**src/sv/tis_pkg.sv**
```systemverilog
// ----------------------------------------------------------------------------
// tis_pkg
// Shared types, codes and tables for the tank indicator sequencer.
// ----------------------------------------------------------------------------
package tis_pkg;

    localparam int TICK_W   = 9;
    localparam int HOLD_W   = 8;
    localparam int BEEP_W   = 7;
    localparam int BEEPS_W  = 3;
    localparam int LEVEL_W  = 3;
    localparam int LEDS_W   = 5;
    localparam int MODE_W   = 2;
    localparam int ACTION_W = 2;
    localparam int CFG_IDX_W = 2;
    localparam int CFG_DATA_W = 9;

    localparam logic [ACTION_W-1:0] ACT_TICK  = 2'd0;
    localparam logic [ACTION_W-1:0] ACT_LEVEL = 2'd1;
    localparam logic [ACTION_W-1:0] ACT_MODE  = 2'd2;

    localparam logic [MODE_W-1:0] MODE_OFF = 2'd0;
    localparam logic [MODE_W-1:0] MODE_RUN = 2'd1;
    localparam logic [MODE_W-1:0] MODE_DRY = 2'd2;
    localparam logic [MODE_W-1:0] MODE_BAD = 2'd3;

    localparam logic [CFG_IDX_W-1:0] CFG_FRAME_LAST = 2'd0;
    localparam logic [CFG_IDX_W-1:0] CFG_RUN_ON     = 2'd1;
    localparam logic [CFG_IDX_W-1:0] CFG_DRY_ON     = 2'd2;
    localparam logic [CFG_IDX_W-1:0] CFG_DRY_RELOAD = 2'd3;

    localparam logic [TICK_W-1:0] RST_FRAME_LAST = 9'd300;
    localparam logic [TICK_W-1:0] RST_RUN_ON     = 9'd10;
    localparam logic [TICK_W-1:0] RST_DRY_ON     = 9'd150;
    localparam logic [HOLD_W-1:0] RST_DRY_RELOAD = 8'd20;
    localparam logic [HOLD_W-1:0] RST_DRY_HOLD   = 8'd20;

    localparam logic [LEVEL_W-1:0] LEVEL_MAX = 3'd5;

    typedef struct packed {
        logic [ACTION_W-1:0] action;
        logic [LEVEL_W-1:0]  level;
        logic [MODE_W-1:0]   new_pump_mode;
    } t_item;

    typedef struct packed {
        logic [LEDS_W-1:0] level_leds;
        logic              pump_led;
        logic              buzzer;
        logic [MODE_W-1:0] pump_mode;
    } t_result;

    typedef struct packed {
        logic [TICK_W-1:0] frame_last;
        logic [TICK_W-1:0] run_on_ticks;
        logic [TICK_W-1:0] dry_on_ticks;
        logic [HOLD_W-1:0] dry_hold_reload;
    } t_cfg;

    // beep length 10*(11-2*level); out-of-range levels stay silent
    function automatic logic [BEEP_W-1:0] beep_ticks(input logic [LEVEL_W-1:0] lv);
        logic [BEEP_W-1:0] r;
        case (lv)
            3'd0:    r = 7'd110;
            3'd1:    r = 7'd90;
            3'd2:    r = 7'd70;
            3'd3:    r = 7'd50;
            3'd4:    r = 7'd30;
            3'd5:    r = 7'd10;
            default: r = 7'd0;
        endcase
        return r;
    endfunction

    function automatic logic [LEDS_W-1:0] thermo(input logic [LEVEL_W-1:0] lv);
        logic [LEDS_W-1:0] r;
        case (lv)
            3'd0:    r = 5'b00000;
            3'd1:    r = 5'b00001;
            3'd2:    r = 5'b00011;
            3'd3:    r = 5'b00111;
            3'd4:    r = 5'b01111;
            3'd5:    r = 5'b11111;
            default: r = 5'b00000;
        endcase
        return r;
    endfunction

endpackage

```
**src/sv/tis_cfg.sv**
```systemverilog
// ----------------------------------------------------------------------------
// tis_cfg
// Configuration register bank, written through a plain write port.
// ----------------------------------------------------------------------------
module tis_cfg (
    input  logic                            i_clk,
    input  logic                            i_rst_n,
    input  logic                            i_cfg_we,
    input  logic [tis_pkg::CFG_IDX_W-1:0]   i_cfg_index,
    input  logic [tis_pkg::CFG_DATA_W-1:0]  i_cfg_data,
    output tis_pkg::t_cfg                   o_cfg
);
    import tis_pkg::*;

    t_cfg r_cfg;

    always_ff @(posedge i_clk) begin
        if (!i_rst_n) begin
            r_cfg.frame_last      <= RST_FRAME_LAST;
            r_cfg.run_on_ticks    <= RST_RUN_ON;
            r_cfg.dry_on_ticks    <= RST_DRY_ON;
            r_cfg.dry_hold_reload <= RST_DRY_RELOAD;
        end else if (i_cfg_we) begin
            case (i_cfg_index)
                CFG_FRAME_LAST: r_cfg.frame_last      <= i_cfg_data;
                CFG_RUN_ON:     r_cfg.run_on_ticks    <= i_cfg_data;
                CFG_DRY_ON:     r_cfg.dry_on_ticks    <= i_cfg_data;
                CFG_DRY_RELOAD: r_cfg.dry_hold_reload <= i_cfg_data[HOLD_W-1:0];
                default: ;
            endcase
        end
    end

    assign o_cfg = r_cfg;

endmodule

```
**src/sv/tis_state.sv**
```systemverilog
// ----------------------------------------------------------------------------
// tis_state
// Sequencer state and its update for one event, applied on each step.
// ----------------------------------------------------------------------------
module tis_state (
    input  logic             i_clk,
    input  logic             i_rst_n,
    input  logic             i_step,
    input  tis_pkg::t_item   i_item,
    input  tis_pkg::t_cfg    i_cfg,
    output tis_pkg::t_result o_result
);
    import tis_pkg::*;

    logic [TICK_W-1:0]  r_frame_tick,   n_frame_tick;
    logic [TICK_W-1:0]  r_pump_on_time, n_pump_on_time;
    logic [BEEPS_W-1:0] r_beeps_left,   n_beeps_left;
    logic [BEEP_W-1:0]  r_beep_on_time, n_beep_on_time;
    logic [HOLD_W-1:0]  r_dry_hold,     n_dry_hold;
    logic [LEDS_W-1:0]  r_led_pattern,  n_led_pattern;
    logic [LEVEL_W-1:0] r_last_level,   n_last_level;
    logic [MODE_W-1:0]  r_mode,         n_mode;
    logic               r_pump_led,     n_pump_led;
    logic               r_buzzer,       n_buzzer;

    logic [TICK_W:0]    w_tick_inc;
    logic [HOLD_W-1:0]  w_hold_dec;
    logic               w_frame_start;

    assign w_tick_inc    = {1'b0, r_frame_tick} + {{TICK_W{1'b0}}, 1'b1};
    assign w_hold_dec    = r_dry_hold - {{(HOLD_W-1){1'b0}}, 1'b1};
    assign w_frame_start = (r_frame_tick == '0);

    always_comb begin
        n_frame_tick   = r_frame_tick;
        n_pump_on_time = r_pump_on_time;
        n_beeps_left   = r_beeps_left;
        n_beep_on_time = r_beep_on_time;
        n_dry_hold     = r_dry_hold;
        n_led_pattern  = r_led_pattern;
        n_last_level   = r_last_level;
        n_mode         = r_mode;
        n_pump_led     = r_pump_led;
        n_buzzer       = r_buzzer;

        case (i_item.action)
            ACT_TICK: begin
                if (r_pump_on_time == '0) begin
                    n_pump_led = 1'b0;
                end else begin
                    if (w_frame_start) begin
                        n_pump_led = 1'b1;
                        n_dry_hold = w_hold_dec;
                        // dry run expired: force pump off, LED drops next tick
                        if (r_mode == MODE_DRY && w_hold_dec == '0) begin
                            n_mode         = MODE_OFF;
                            n_pump_on_time = '0;
                            n_dry_hold     = i_cfg.dry_hold_reload;
                        end
                    end else if (r_frame_tick == r_pump_on_time) begin
                        n_pump_led = 1'b0;
                    end
                end

                if (r_beep_on_time == '0) begin
                    n_buzzer = 1'b0;
                end else if (r_beeps_left != '0) begin
                    if (w_frame_start) begin
                        n_buzzer = 1'b1;
                    end else if (r_frame_tick == {{(TICK_W-BEEP_W){1'b0}}, r_beep_on_time})
                    begin
                        n_buzzer     = 1'b0;
                        n_beeps_left = r_beeps_left - {{(BEEPS_W-1){1'b0}}, 1'b1};
                    end
                end

                if (w_tick_inc > {1'b0, i_cfg.frame_last}) begin
                    n_frame_tick = '0;
                end else begin
                    n_frame_tick = w_tick_inc[TICK_W-1:0];
                end
            end
            ACT_LEVEL: begin
                n_led_pattern = thermo(i_item.level);
                if (i_item.level != r_last_level) begin
                    n_beeps_left   = i_item.level;
                    n_beep_on_time = beep_ticks(i_item.level);
                end
                n_last_level = i_item.level;
            end
            ACT_MODE: begin
                case (i_item.new_pump_mode)
                    MODE_OFF: begin
                        n_mode         = MODE_OFF;
                        n_pump_on_time = '0;
                    end
                    MODE_RUN: begin
                        n_mode         = MODE_RUN;
                        n_pump_on_time = i_cfg.run_on_ticks;
                    end
                    MODE_DRY: begin
                        n_mode         = MODE_DRY;
                        n_pump_on_time = i_cfg.dry_on_ticks;
                    end
                    default: ;
                endcase
            end
            default: ;
        endcase
    end

    always_ff @(posedge i_clk) begin
        if (!i_rst_n) begin
            r_frame_tick   <= '0;
            r_pump_on_time <= '0;
            r_beeps_left   <= '0;
            r_beep_on_time <= '0;
            r_dry_hold     <= RST_DRY_HOLD;
            r_led_pattern  <= '0;
            r_last_level   <= '0;
            r_mode         <= MODE_OFF;
            r_pump_led     <= 1'b0;
            r_buzzer       <= 1'b0;
        end else if (i_step) begin
            r_frame_tick   <= n_frame_tick;
            r_pump_on_time <= n_pump_on_time;
            r_beeps_left   <= n_beeps_left;
            r_beep_on_time <= n_beep_on_time;
            r_dry_hold     <= n_dry_hold;
            r_led_pattern  <= n_led_pattern;
            r_last_level   <= n_last_level;
            r_mode         <= n_mode;
            r_pump_led     <= n_pump_led;
            r_buzzer       <= n_buzzer;
        end
    end

    assign o_result.level_leds = n_led_pattern;
    assign o_result.pump_led   = n_pump_led;
    assign o_result.buzzer     = n_buzzer;
    assign o_result.pump_mode  = n_mode;

endmodule

```
**src/sv/tank_indicator_sequencer_unit.sv**
```systemverilog
// ----------------------------------------------------------------------------
// tank_indicator_sequencer_unit
// The result is registered: an event passes the input register, then the result register.
// Throughput: one event per cycle while the result is accepted; the state updates once per event.
// A stalled result holds a full input register; the input stage drains only as the result stage advances.
// Synchronous active-low reset clears state (dry hold to its default), config to defaults, stages empty.
// ----------------------------------------------------------------------------
module tank_indicator_sequencer_unit (
    input  logic                            i_clk,
    input  logic                            i_rst_n,
    input  logic                            i_in_valid,
    output logic                            o_in_ready,
    input  logic [tis_pkg::ACTION_W-1:0]    i_action,
    input  logic [tis_pkg::LEVEL_W-1:0]     i_level,
    input  logic [tis_pkg::MODE_W-1:0]      i_new_pump_mode,
    output logic                            o_out_valid,
    input  logic                            i_out_ready,
    output logic [tis_pkg::LEDS_W-1:0]      o_level_leds,
    output logic                            o_pump_led,
    output logic                            o_buzzer,
    output logic [tis_pkg::MODE_W-1:0]      o_pump_mode,
    input  logic                            i_cfg_we,
    input  logic [tis_pkg::CFG_IDX_W-1:0]   i_cfg_index,
    input  logic [tis_pkg::CFG_DATA_W-1:0]  i_cfg_data
);
    import tis_pkg::*;

    t_cfg    w_cfg;
    t_result w_result;
    t_item   r_item;
    t_result r_out;
    logic    r_in_valid;
    logic    r_out_valid;
    logic    w_adv;
    logic    w_step;

    assign w_adv      = !r_out_valid || i_out_ready;
    assign w_step     = r_in_valid && w_adv;
    assign o_in_ready = !r_in_valid || w_adv;

    tis_cfg u_cfg (
        .i_clk       (i_clk),
        .i_rst_n     (i_rst_n),
        .i_cfg_we    (i_cfg_we),
        .i_cfg_index (i_cfg_index),
        .i_cfg_data  (i_cfg_data),
        .o_cfg       (w_cfg)
    );

    tis_state u_state (
        .i_clk    (i_clk),
        .i_rst_n  (i_rst_n),
        .i_step   (w_step),
        .i_item   (r_item),
        .i_cfg    (w_cfg),
        .o_result (w_result)
    );

    always_ff @(posedge i_clk) begin
        if (!i_rst_n) begin
            r_in_valid  <= 1'b0;
            r_out_valid <= 1'b0;
        end else begin
            if (o_in_ready) begin
                r_in_valid <= i_in_valid;
            end
            if (w_adv) begin
                r_out_valid <= r_in_valid;
            end
        end
    end

    always_ff @(posedge i_clk) begin
        if (o_in_ready && i_in_valid) begin
            r_item.action        <= i_action;
            r_item.level         <= i_level;
            r_item.new_pump_mode <= i_new_pump_mode;
        end
        if (w_step) begin
            r_out <= w_result;
        end
    end

    assign o_out_valid  = r_out_valid;
    assign o_level_leds = r_out.level_leds;
    assign o_pump_led   = r_out.pump_led;
    assign o_buzzer     = r_out.buzzer;
    assign o_pump_mode  = r_out.pump_mode;

endmodule

```
**config.mk**
```make
export PLATFORM = sky130hd
export DESIGN_NAME = tank_indicator_sequencer_unit
export DESIGN_NICKNAME = d
export VERILOG_FILES = /design/src/sv/tis_pkg.sv /design/src/sv/tis_cfg.sv /design/src/sv/tis_state.sv /design/src/sv/tank_indicator_sequencer_unit.sv
export SDC_FILE = /design/constraint.sdc
export NUM_CORES = 1
export LEC_CHECK = 0
export BUFFER_PORTS_ARGS = -buffer_cell sky130_fd_sc_hd__buf_2
export CAP_MARGIN = 20
export CORE_MARGIN = 1.5
export CORE_UTILIZATION = 45
export CTS_CLUSTER_DIAMETER = 100
export DETAILED_ROUTE_END_ITERATION = 8
export MAX_ROUTING_LAYER = met4
export PLACE_DENSITY_LB_ADDON = 0.12
export SLEW_MARGIN = 20
export SYNTH_ARGS = -nofsm -noshare
export SYNTH_HDL_FRONTEND = slang
export SYNTH_SLANG_ARGS = --single-unit
```
**constraint.sdc**
```tcl
create_clock -name i_clk -period 5.56 [get_ports i_clk]
set_clock_uncertainty 0.1 [all_clocks]
set_input_delay 0.278 -clock i_clk [delete_from_list [all_inputs] [get_ports i_clk]]
set_output_delay 0.278 -clock i_clk [all_outputs]
set_load 0.1 [all_outputs]
```
Yosys cells after proc, flatten, opt, wreduce, memory -nomap -nowiden
Index checks and enable logic that the tools add are counted.

operators by class
  $lt $le $gt $ge = 1
  equality and inequality tests = 25
  reductions and logical operators = 28
  mux-type cells = 30
  bitwise operators = 1
  $add $sub $neg = 3

operators with widths
  operator                number
  $pmux W7 S6             1
  $mux W9                 4
  $pmux W9 S3             1
  $pmux W5 S5             1
  $logic_not A9 Y1        2
  $pmux W9 S2             1
  $mux W3                 5
  $reduce_and A2 Y1       6
  $add A9 B1 Y10 const B  1
  $eq A2 B2 Y1 const B    5
  $gt A10 B9 Y1           1
  $ne A2 B1 Y1 const B    5
  $eq A9 B7 Y1            1
  $eq A9 B9 Y1            1
  $mux W1                 9
  $logic_not A8 Y1        1
  $mux W8                 1
  $sub A8 B1 Y8 const B   1
  $logic_not A7 Y1        1
  $reduce_and A7 Y1       1
  $eq A2 B1 Y1 const B    3
  $eq A3 B2 Y1 const B    2
  $eq A3 B3 Y1 const B    2
  $logic_not A2 Y1        3
  20 further kinds        29

storage, ports and cells
  bits of input ports = 23
  word-level logic and storage cells = 111
  output and inout port bits = 11
  bits in registers = 101

Logic depth before layout (Yosys ltp)
Gate-level depths: netlist (run 1).

  depth in word-level cells = 7
  depth in mapped cells = 13

Cells and area by module
Synthesis (run 1) repeated with hierarchy kept, for this count alone.

unflattened totals
  cell total of the unflattened synthesis = 564
  area total of the unflattened synthesis = 5181.2 sq um

by module, submodules not included
  module                         area an instance (sq um)  seq. area each (sq um)  cells each  instances
  tis_state                      3199.3                    940.9                   402         1
  tis_cfg                        1397.6                    700.7                   137         1
  tank_indicator_sequencer_unit  584.3                     520.5                   25          1

Worst setup path after synthesis (run 1)
Ideal clock, no wire load.

  kind = reg-to-reg
  start point = reg u_state.r_frame_tick[0]
  end point = reg u_state.r_frame_tick[6]
  cell stages (with the launch flop) = 14
  path slack = 2.586 ns
  arrival = 2.802 ns
  period minus slack after synthesis = 2.974 ns
  cell sequence = dfxtp_1 -> ha_1 -> and3_1 -> and3_1 -> and3_1 -> xor2_1 -> ha_1 -> nand3_1 -> nor2_1 -> a21boi_0 -> o31ai_1 -> clkbuf_1 -> nand4_1 -> mux2i_1

on the way
  longest elaborated chain between the ends = 3

ends and longest elaborated chain
  item                      RTL line          source
  start: declaration        tis_state.sv:15   logic [TICK_W-1:0] r_frame_tick, n_frame_tick;
  start signal: assignment  tis_state.sv:125  r_frame_tick <= n_frame_tick;
  $add A9 B1 Y10 (*)        tis_state.sv:30   assign w_tick_inc = {1'b0, r_frame_tick} + {{TICK_W{1'b0}}, 1'b1};
  $gt A10 B9 Y1             tis_state.sv:77   if (w_tick_inc > {1'b0, i_cfg.frame_last}) begin
  $mux W9 (*)               tis_state.sv:77

Every way passes the cells marked *; elsewhere a longest branch is shown, timed or not.
A chain may end at the register's enable or synchronous reset.

Final worst setup path (run 1)
  start point = reg u_state.r_dry_hold[0]
  end point = reg u_state.r_pump_on_time[5]

on the way
  longest elaborated chain between the ends = 5

ends and longest elaborated chain
  item                         RTL line          source
  start: declaration           tis_state.sv:19   logic [HOLD_W-1:0] r_dry_hold, n_dry_hold;
  start signal: assignment     tis_state.sv:129  r_dry_hold <= n_dry_hold;
  $sub A8 B1 Y8                tis_state.sv:31   assign w_hold_dec = r_dry_hold - {{(HOLD_W-1){1'b0}}, 1'b1};
  $logic_not A8 Y1             tis_state.sv:55   if (r_mode == MODE_DRY && w_hold_dec == '0) begin
  $logic_and A1 B1 Y1          tis_state.sv:55
  $ne A2 B1 Y1 (no line)       -
  $reduce_and A6 Y1 (no line)  -
  end signal: assignment       tis_state.sv:126  r_pump_on_time <= n_pump_on_time;
  end: declaration             tis_state.sv:16   logic [TICK_W-1:0] r_pump_on_time, n_pump_on_time;

No other way between the ends.

==> results of run 1 <==
-- cell usage after synthesis (3+ instances only) --
library cell / n
nand2_1: 119
dfxtp_1: 84
a21oi_1: 46
nor2_1: 41
clkbuf_1: 23
nand3_1: 21
xnor2_1: 21
inv_1: 20
ha_1: 19
edfxtp_1: 16
mux2i_1: 15
nor3_1: 15
a22o_1: 10
and3_1: 9
o21ai_0: 9
o21ai_1: 9
nand4_1: 8
nor2b_1: 8
xor2_1: 8
a211oi_1: 7
o211ai_1: 7
and2_1: 5
buf_1: 5
nor3b_1: 5
a22oi_1: 4
buf_2: 4
nand2b_1: 4
or2_2: 4
buf_4: 3
nor4_1: 3
o31ai_1: 3
-- cell type report --
cell class | instances | share of cell area
Tap cell | 140 | 0.03135
Clock buffer | 9 | 0.04031
Multi-Input combinational cell | 442 | 0.4826
Inverter | 20 | 0.01344
Clock inverter | 7 | 0.007615
Sequential cell | 100 | 0.3870
Timing Repair Buffer | 38 | 0.03763
-- registers in the layout, indices dropped and copies added (netlist names) --
register	count
u_state.r_dry_hold	8
u_state.r_last_level	3
o_pump_led	1
u_state.r_frame_tick	9
u_state.r_pump_on_time	9
u_state.r_beep_on_time	6
u_state.r_mode	2
o_pump_mode	2
r_item	7
r_in_valid	1
o_out_valid	1
u_state.r_buzzer	1
u_state.r_pump_led	1
o_buzzer	1
u_state.r_led_pattern	5
u_state.r_beeps_left	3
o_level_leds	5
u_cfg.o_cfg	35
-- how the worst min path moves through the flow --
stage	startpoint	end	slack, ps	cells past startpoint
final	i_level[0]	r_item[2]	10	1
after global routing	i_level[0]	r_item[2]	6	1
after CTS	i_level[2]	r_item[4]	5	1
after detailed placement	u_cfg.o_cfg[21]	u_cfg.o_cfg[21]	350	2
after global placement	u_state.r_beeps_left[1]	u_state.r_beeps_left[1]	340	2
after floorplan	i_new_pump_mode[0]	r_item[0]	280	0
-- kinds of logic (layout without fill, tap and decap cells) --
kind of cell             after synthesis  in the layout
AO/OA/AOI/OAI                        117            117
buffers and inverters                 56             74
XOR/XNOR                              29             29
adder cells (fa/ha/maj)               19             19
flip-flops                           100            100
AND/OR/NAND/NOR                      261            261
multiplexers                          16             16
-- power groups by stage --
stage               registers (µW)  clock network, µW  logic, µW
CTS                            775                591        145
floorplan                      810                  0       83.8
finish                         775                577        145
detailed placement             792                  0        143
global route                   778                617        161
global placement               791                  0        141
-- metal layers --
layer,track usage,share of wire
met1,0.2860,0.48
met2,0.3483,0.46
met3,0.04268,0.043
met4,0.04638,0.0085
met5,-,0
-- repair_timing --
| action | CTS | global route |
|---|---|---|
| hold endpoints to repair | 2 | 1 |
| buffers inserted | 0 | 0 |
| hold buffers | 2 | 1 |
-- metrics by stage --
stage               total power [µW]  setup WS, ps  area, µm²
floorplan                      894.2          2586       5087
global placement               932.1          2540       5289
detailed placement             935.1          2467       5289
CTS                             1511          2436       5577
global route                    1556          2140       5587
finish                          1498          2415       5587
-- worst reg2reg max path: stages, from the launching register on --
cell       delay (ps)
dfxtp_1           470
inv_1             100
ha_1              250
o21bai_1          180
a2111oi_0         430
a31oi_1           130
nor2_1            560
o2bb2ai_1         570
mux2i_1           290
==> run metrics, run 1 <==
Final period util 0.5657; top cells by area, synth dfxtp_1, edfxtp_1, nand2_1, ha_1, a21oi_1; DP Cell Count 737; cells along the critical path inv_1, ha_1, o21bai_1, a2111oi_0, a31oi_1, nor2_1, o2bb2ai_1, mux2i_1; vias per cell between 5 and 6; internal power around 1100 µW; Max FO, Critical Path 11; share of layout cells above drive strength 1 0.1071; HP Class in -> reg; DR pass1 iterations 4; clock buffer depth 2; DP HPWL approximately 8.4 mm; Area Overhead vs Synth 9.813%; PortBufs 33; antenna violations before repair 0; Root Buffer clkbuf_16; number of global-route vias before repair approximately 4000; status finished, final reports clean; num rows 38; area of the multi-input gates 2696 µm²; max incr delay on CP about 570 ps; Layout Cells excl Fill approximately 760; GRT Total Usage 0.2175; clk sinks 100; Initial Util 0.4652; Final Core Density 0.5109; Compound-Gate Fraction of Synth Area 0.1495; commonest non-fill, non-tap cell in the layout nand2_1; commonest non-fill, non-tap cells in the layout nand2_1, dfxtp_1, a21oi_1; Max Clk Rate between 300 and 400 MHz; ANT nets after route 0; Die Ht ~110 µm; Synth Net Count 640; Slew HR 0.2796; sw frac 0.2637; WHS 13.14 ps; Crit path max-delay family compound AO/OA/AOI/OAI gates; Synth Cell Area a little over 5000 µm²; YS warnings 0; Startpoint Class flop; Yosys top cell by area dfxtp_1; H-tree Lvls 3; P_leak 0.002116 µW; Top FF cell, synth dfxtp_1; Switch Pwr 395.0 µW; clk_lat worst skew around 350 ps; CP required approximately 5700 ps; CTS Buf Count 9; Final Net Count between 600 and 700; CP arrival ~3300 ps; Cells after Synth about 600; fillers 1092; final setup fails 0; final WL about 12 mm; synthesized-area fraction occupied by and/or/nand/nor cells 0.2511; asr flop ratio synth 0; register bit total from synthesis 100; CP startpoint u_state.r_dry_hold[0]; Slowest-stage cell, CP o2bb2ai_1; Final Hold Fails 0; share of power burned in combinational logic 0.097; Placer Congestion ~0.8; wire per inst 15.71 µm; VDD IR max about 0.00014 V; Syn Area/Cell 8.507 µm²; top-area cell type share of the netlist area 0.3305; CTS tree done; Remaining Overflow, GRT 0; Worst Setup EP u_state.r_pump_on_time[5]; Tmin final 3145 ps; n_diodes 0; final number of max-transition violations 0; register area 2162 µm²; number of distinct library cells after synthesis 65; Post-Synth XOR/XNOR Area 0.04993; pin count of the biggest net entering global routing between 50 and 60; largest family of logic cells by synthesized area simple AND/OR/NAND/NOR gates; # DRC 0; clock slew at reported path FFs approximately 70 ps; worst r2r path cells 8; Reg power frac 0.518; max-cap violations 0; RSZ-0062 raised after global routing false; Ports 34; Resized cells post-CTS 0; WP buf/inv 1; number of synthesized flops with an enable pin 16; sequential area share after synthesis 0.4250; Die Wd 109.3 µm; CP endpoint kind flop; r2r setup slk about 2400 ps; Clk pwr share 0.385; instance count on the critical path 8; RR Startpoint u_state.r_dry_hold[0]; first-pass GRT wire length between 15 and 20 mm; Adder-Cell Fraction of Synth Area 0.04673; Pwr per Cell Area around 270 nW/µm²; R2R Path End u_state.r_pump_on_time[5]; Core ar. 10940 µm²; initial drt markers around 240; vias 4172; Setup TNS 0 ps; WS Path Type reg -> reg; Die ar. roughly 12000 µm²; Tightest Pin Transition between 1000 and 1500 ps; portion of netlist area occupied by mux cells 0.03173
Note: power is estimated with default switching activity, not from simulation.
==> run 2, diff against run 1 <==
--- a/config.mk
+++ b/config.mk
@@ -5,6 +5,7 @@
 export SDC_FILE = /design/constraint.sdc
 export NUM_CORES = 1
 export LEC_CHECK = 0
+export ABC_AREA = 1
 export BUFFER_PORTS_ARGS = -buffer_cell sky130_fd_sc_hd__buf_2
 export CAP_MARGIN = 20
 export CORE_MARGIN = 1.5
==> constraint.sdc (replaced) <==
create_clock -name i_clk -period 2.55 [get_ports i_clk]
set_clock_uncertainty 0.1 [all_clocks]
set_input_delay 0.1275 -clock i_clk [delete_from_list [all_inputs] [get_ports i_clk]]
set_output_delay 0.1275 -clock i_clk [all_outputs]
set_load 0.1 [all_outputs]
==> run 2 against run 1 <==
Against the previous run: utilization increased by 3.5 points; clock power rose by 140%; critical path depth grew 5; combinational power rose to 3.1 times the previous value; via count up 9.9%; synthesized area up 1.7%; register-to-register slack worse by 2300 ps; non-clock buffer count increased by 28; first-iteration DRC count shrank 0.41%; sequential power rose by 120%; clock-buffer cell count grew 3; power increased by 140%; critical endpoint is now u_state.r_frame_tick[3]; largest cell class unchanged; highest routed layer unchanged.
==> run metrics, run 2 <==
status finished, final reports clean (unchanged); Tightest Pin Transition 684.8 ps (was 1081 ps); Worst Setup EP u_state.r_frame_tick[3] (was u_state.r_pump_on_time[5]); Final Net Count 781 (was 653); Final period util 0.9551 (was 0.5657); wire per inst 13.93 µm (was 15.71 µm); pin count of the biggest net entering global routing 53 (was 54); Tmin final 2436 ps (was 3145 ps); Root Buffer clkbuf_16 (unchanged); most common cell in the synthesized netlist nand2_1 (unchanged); DR pass1 iterations 4 (unchanged); Max FO, Critical Path 9 (was 11); CP endpoint kind flop (unchanged); Startpoint Class flop (unchanged); register bit total from synthesis 100 (unchanged); CTS Buf Count 9 (unchanged); top-area cell type share of the netlist area 0.3250 (was 0.3305); top cells by area, synth dfxtp_1, edfxtp_1, nand2_1, nor2_1, inv_1 (was dfxtp_1, edfxtp_1, nand2_1, ha_1, a21oi_1); worst r2r path cells 13 (was 8); initial drt markers 243 (was 244); fillers 1054 (was 1092); Yosys top cell by area dfxtp_1 (unchanged); R2R Path End u_state.r_frame_tick[3] (was u_state.r_pump_on_time[5]); HP Class in -> reg (unchanged); GRT Total Usage 0.2196 (was 0.2175); Die Wd 110.2 µm (was 109.3 µm); Remaining Overflow, GRT 0 (unchanged); Max Clk Rate 410.6 MHz (was 317.9 MHz); commonest non-fill, non-tap cells in the layout nand2_1, dfxtp_1, nor2_1 (was nand2_1, dfxtp_1, a21oi_1); area of the multi-input gates 2581 µm² (was 2696 µm²); clock buffer depth 2 (unchanged); final WL 12.32 mm (was 11.88 mm); number of global-route vias before repair 4287 (was 4002); max incr delay on CP 390 ps (was 570 ps); Synth Net Count 727 (was 640); sequential area share after synthesis 0.4179 (was 0.4250); Pwr per Cell Area 594.1 nW/µm² (was 268.2 nW/µm²); H-tree Lvls 3 (unchanged); CTS tree done (unchanged); # DRC 0 (unchanged); num rows 38 (unchanged); DP HPWL 8.973 mm (was 8.354 mm); register area 2163 µm² (was 2162 µm²); max reg flops 35 (unchanged); Slowest-stage cell, CP dfxtp_1 (was o2bb2ai_1); WP buf/inv 1 (unchanged); Syn Area/Cell 7.553 µm² (was 8.507 µm²); Top FF cell, synth dfxtp_1 (unchanged); number of synthesized flops with an enable pin 16 (unchanged); first-pass GRT wire length 20.00 mm (was 19.63 mm); DP Worst Slack -9.409 ps (was 2467 ps); n_diodes 0 (unchanged); max-cap violations 0 (unchanged); commonest non-fill, non-tap cell in the layout nand2_1 (unchanged); Slew HR 0.5430 (was 0.2796); clk_lat worst skew 340 ps (was 350 ps); Area Overhead vs Synth 16.28% (was 9.813%); cells along the critical path nand3_1, nor2_2, nand2_1, xor2_1, inv_1, ha_1, nand3_1, nor3_2, o21ai_0, nand3_1, nand2_4, nand3b_1, a21oi_1 (was inv_1, ha_1, o21bai_1, a2111oi_0, a31oi_1, nor2_1, o2bb2ai_1, mux2i_1); r2r setup slk 110 ps (was 2410 ps); final setup fails 0 (unchanged); Cells after Synth 685 (was 598); final number of max-transition violations 0 (unchanged); CP startpoint u_state.r_frame_tick[2] (was u_state.r_dry_hold[0]); Post-synth top cells nand2_1, dfxtp_1, nor2_1, inv_1, a21oi_1 (was nand2_1, dfxtp_1, a21oi_1, nor2_1, clkbuf_1); Power Total 3574 µW (was 1498 µW); RR Startpoint u_state.r_frame_tick[2] (was u_state.r_dry_hold[0]); instance count on the critical path 13 (was 8); vias per cell 5.186 (was 5.519); WS Path Type reg -> reg (unchanged); Crit path max-delay family simple AND/OR/NAND/NOR gates (was compound AO/OA/AOI/OAI gates); share of layout cells above drive strength 1 0.1398 (was 0.1071); clk sinks 100 (unchanged); Placer Congestion 0.8874 (was 0.8001); Initial Util 0.4690 (was 0.4652); PortBufs 33 (unchanged); Ports 34 (unchanged); ANT nets after route 0 (unchanged); antenna violations before repair 0 (unchanged); vias 4584 (was 4172); CP required 2640 ps (was 5730 ps); worst hold path stage count 3 (was 1); number of distinct library cells after synthesis 40 (was 65); YS warnings 0 (unchanged); Die Ht 110.2 µm (was 109.3 µm); Final Hold Fails 0 (unchanged); clock slew at reported path FFs 70 ps (about the same); Synth Cell Area 5174 µm² (was 5087 µm²); P_leak 0.002705 µW (was 0.002116 µW); Die ar. 12150 µm² (was 11950 µm²); VDD IR max 0.0003381 V (was 0.0001357 V); CP arrival 2530 ps (was 3310 ps); Core ar. 11030 µm² (was 10940 µm²); asr flop ratio synth 0 (unchanged); most numerous cell on the critical path nand3_1; Final WS setup 114.5 ps (was 2415 ps)
[run 2: worst reg2reg max path, cell delays in order, from the launching register on]
cell,delay (ps)
dfxtp_1,390
nand3_1,160
nor2_2,190
nand2_1,90
xor2_1,180
inv_1,80
ha_1,300
nand3_1,110
nor3_2,150
o21ai_0,110
nand3_1,130
nand2_4,110
nand3b_1,110
a21oi_1,80
[run 2: final cells by class]
class,count,share of cell area
multi-input combinational,473,0.4291
sequential,100,0.3596
timing repair buffer,66,0.07612
inverter,89,0.05553
clock buffer,12,0.04264
tap,140,0.02912
clock inverter,4,0.007903
[run 2: cell families (layout without fill, tap and decap cells)]
| family | after synthesis | in the layout | share of synthesized area |
|---|---|---|---|
| xor gates and xnor gates | 23 | 23 | 0.03894 |
| DFF | 100 | 100 | 0.4179 |
| adders and majority gates | 19 | 19 | 0.04595 |
| and+or+nand+nor | 293 | 293 | 0.2597 |
| buffers and inverters | 112 | 171 | 0.08851 |
| AOI/OAI and AO/OA | 138 | 138 | 0.1490 |
[run 2: stage by stage]
step	std cells	hold slack, ps	area, µm²	util	TNS [ps]
finish	884	17.07	6016	0.5454	0
global route	884	22.42	6016	0.5454	-214.1
CTS	883	1.635	5987	0.5428	0
detailed placement	849	211.1	5500	0.4986	-11.47
global placement	849	209.4	5500	0.4986	0
floorplan	685	126.4	5179	-	0
[run 2: where the power goes]
part	internal [µW]	switching, µW	total, µW
Clock	812	585	1400
Sequential	1680	45.7	1720
Combinational	148	306	454
Total	2640	937	3570
[run 2: worst min-delay path by stage]
stage / from / to / slack (ps)
after global routing: i_cfg_data[6] / u_cfg.o_cfg[23] / 20
after detailed placement: i_new_pump_mode[1] / r_item[1] / 210
final: i_cfg_data[6] / u_cfg.o_cfg[6] / 20
after global placement: i_level[1] / r_item[3] / 210
after floorplan: i_new_pump_mode[0] / r_item[0] / 130
after CTS: i_cfg_data[6] / u_cfg.o_cfg[6] / 2
[run 2: timing repair]
item,4_1_cts,5_1_grt
endpoints found under the setup margin,9,9
hold buffers,18,0
buffers inserted,0,1
pin swaps,0,1
cloned,0,0
gates resized for setup,1,8
hold endpoints to repair,29,0
[run 2: metal layers]
layer	up-vias	part of all wire	global-route usage
met1	2118	0.47	0.2771
li1	2352	-	-
met3	19	0.035	0.04233
met4	0	0.013	0.06410
met2	95	0.48	0.3594
met5	-	0	-
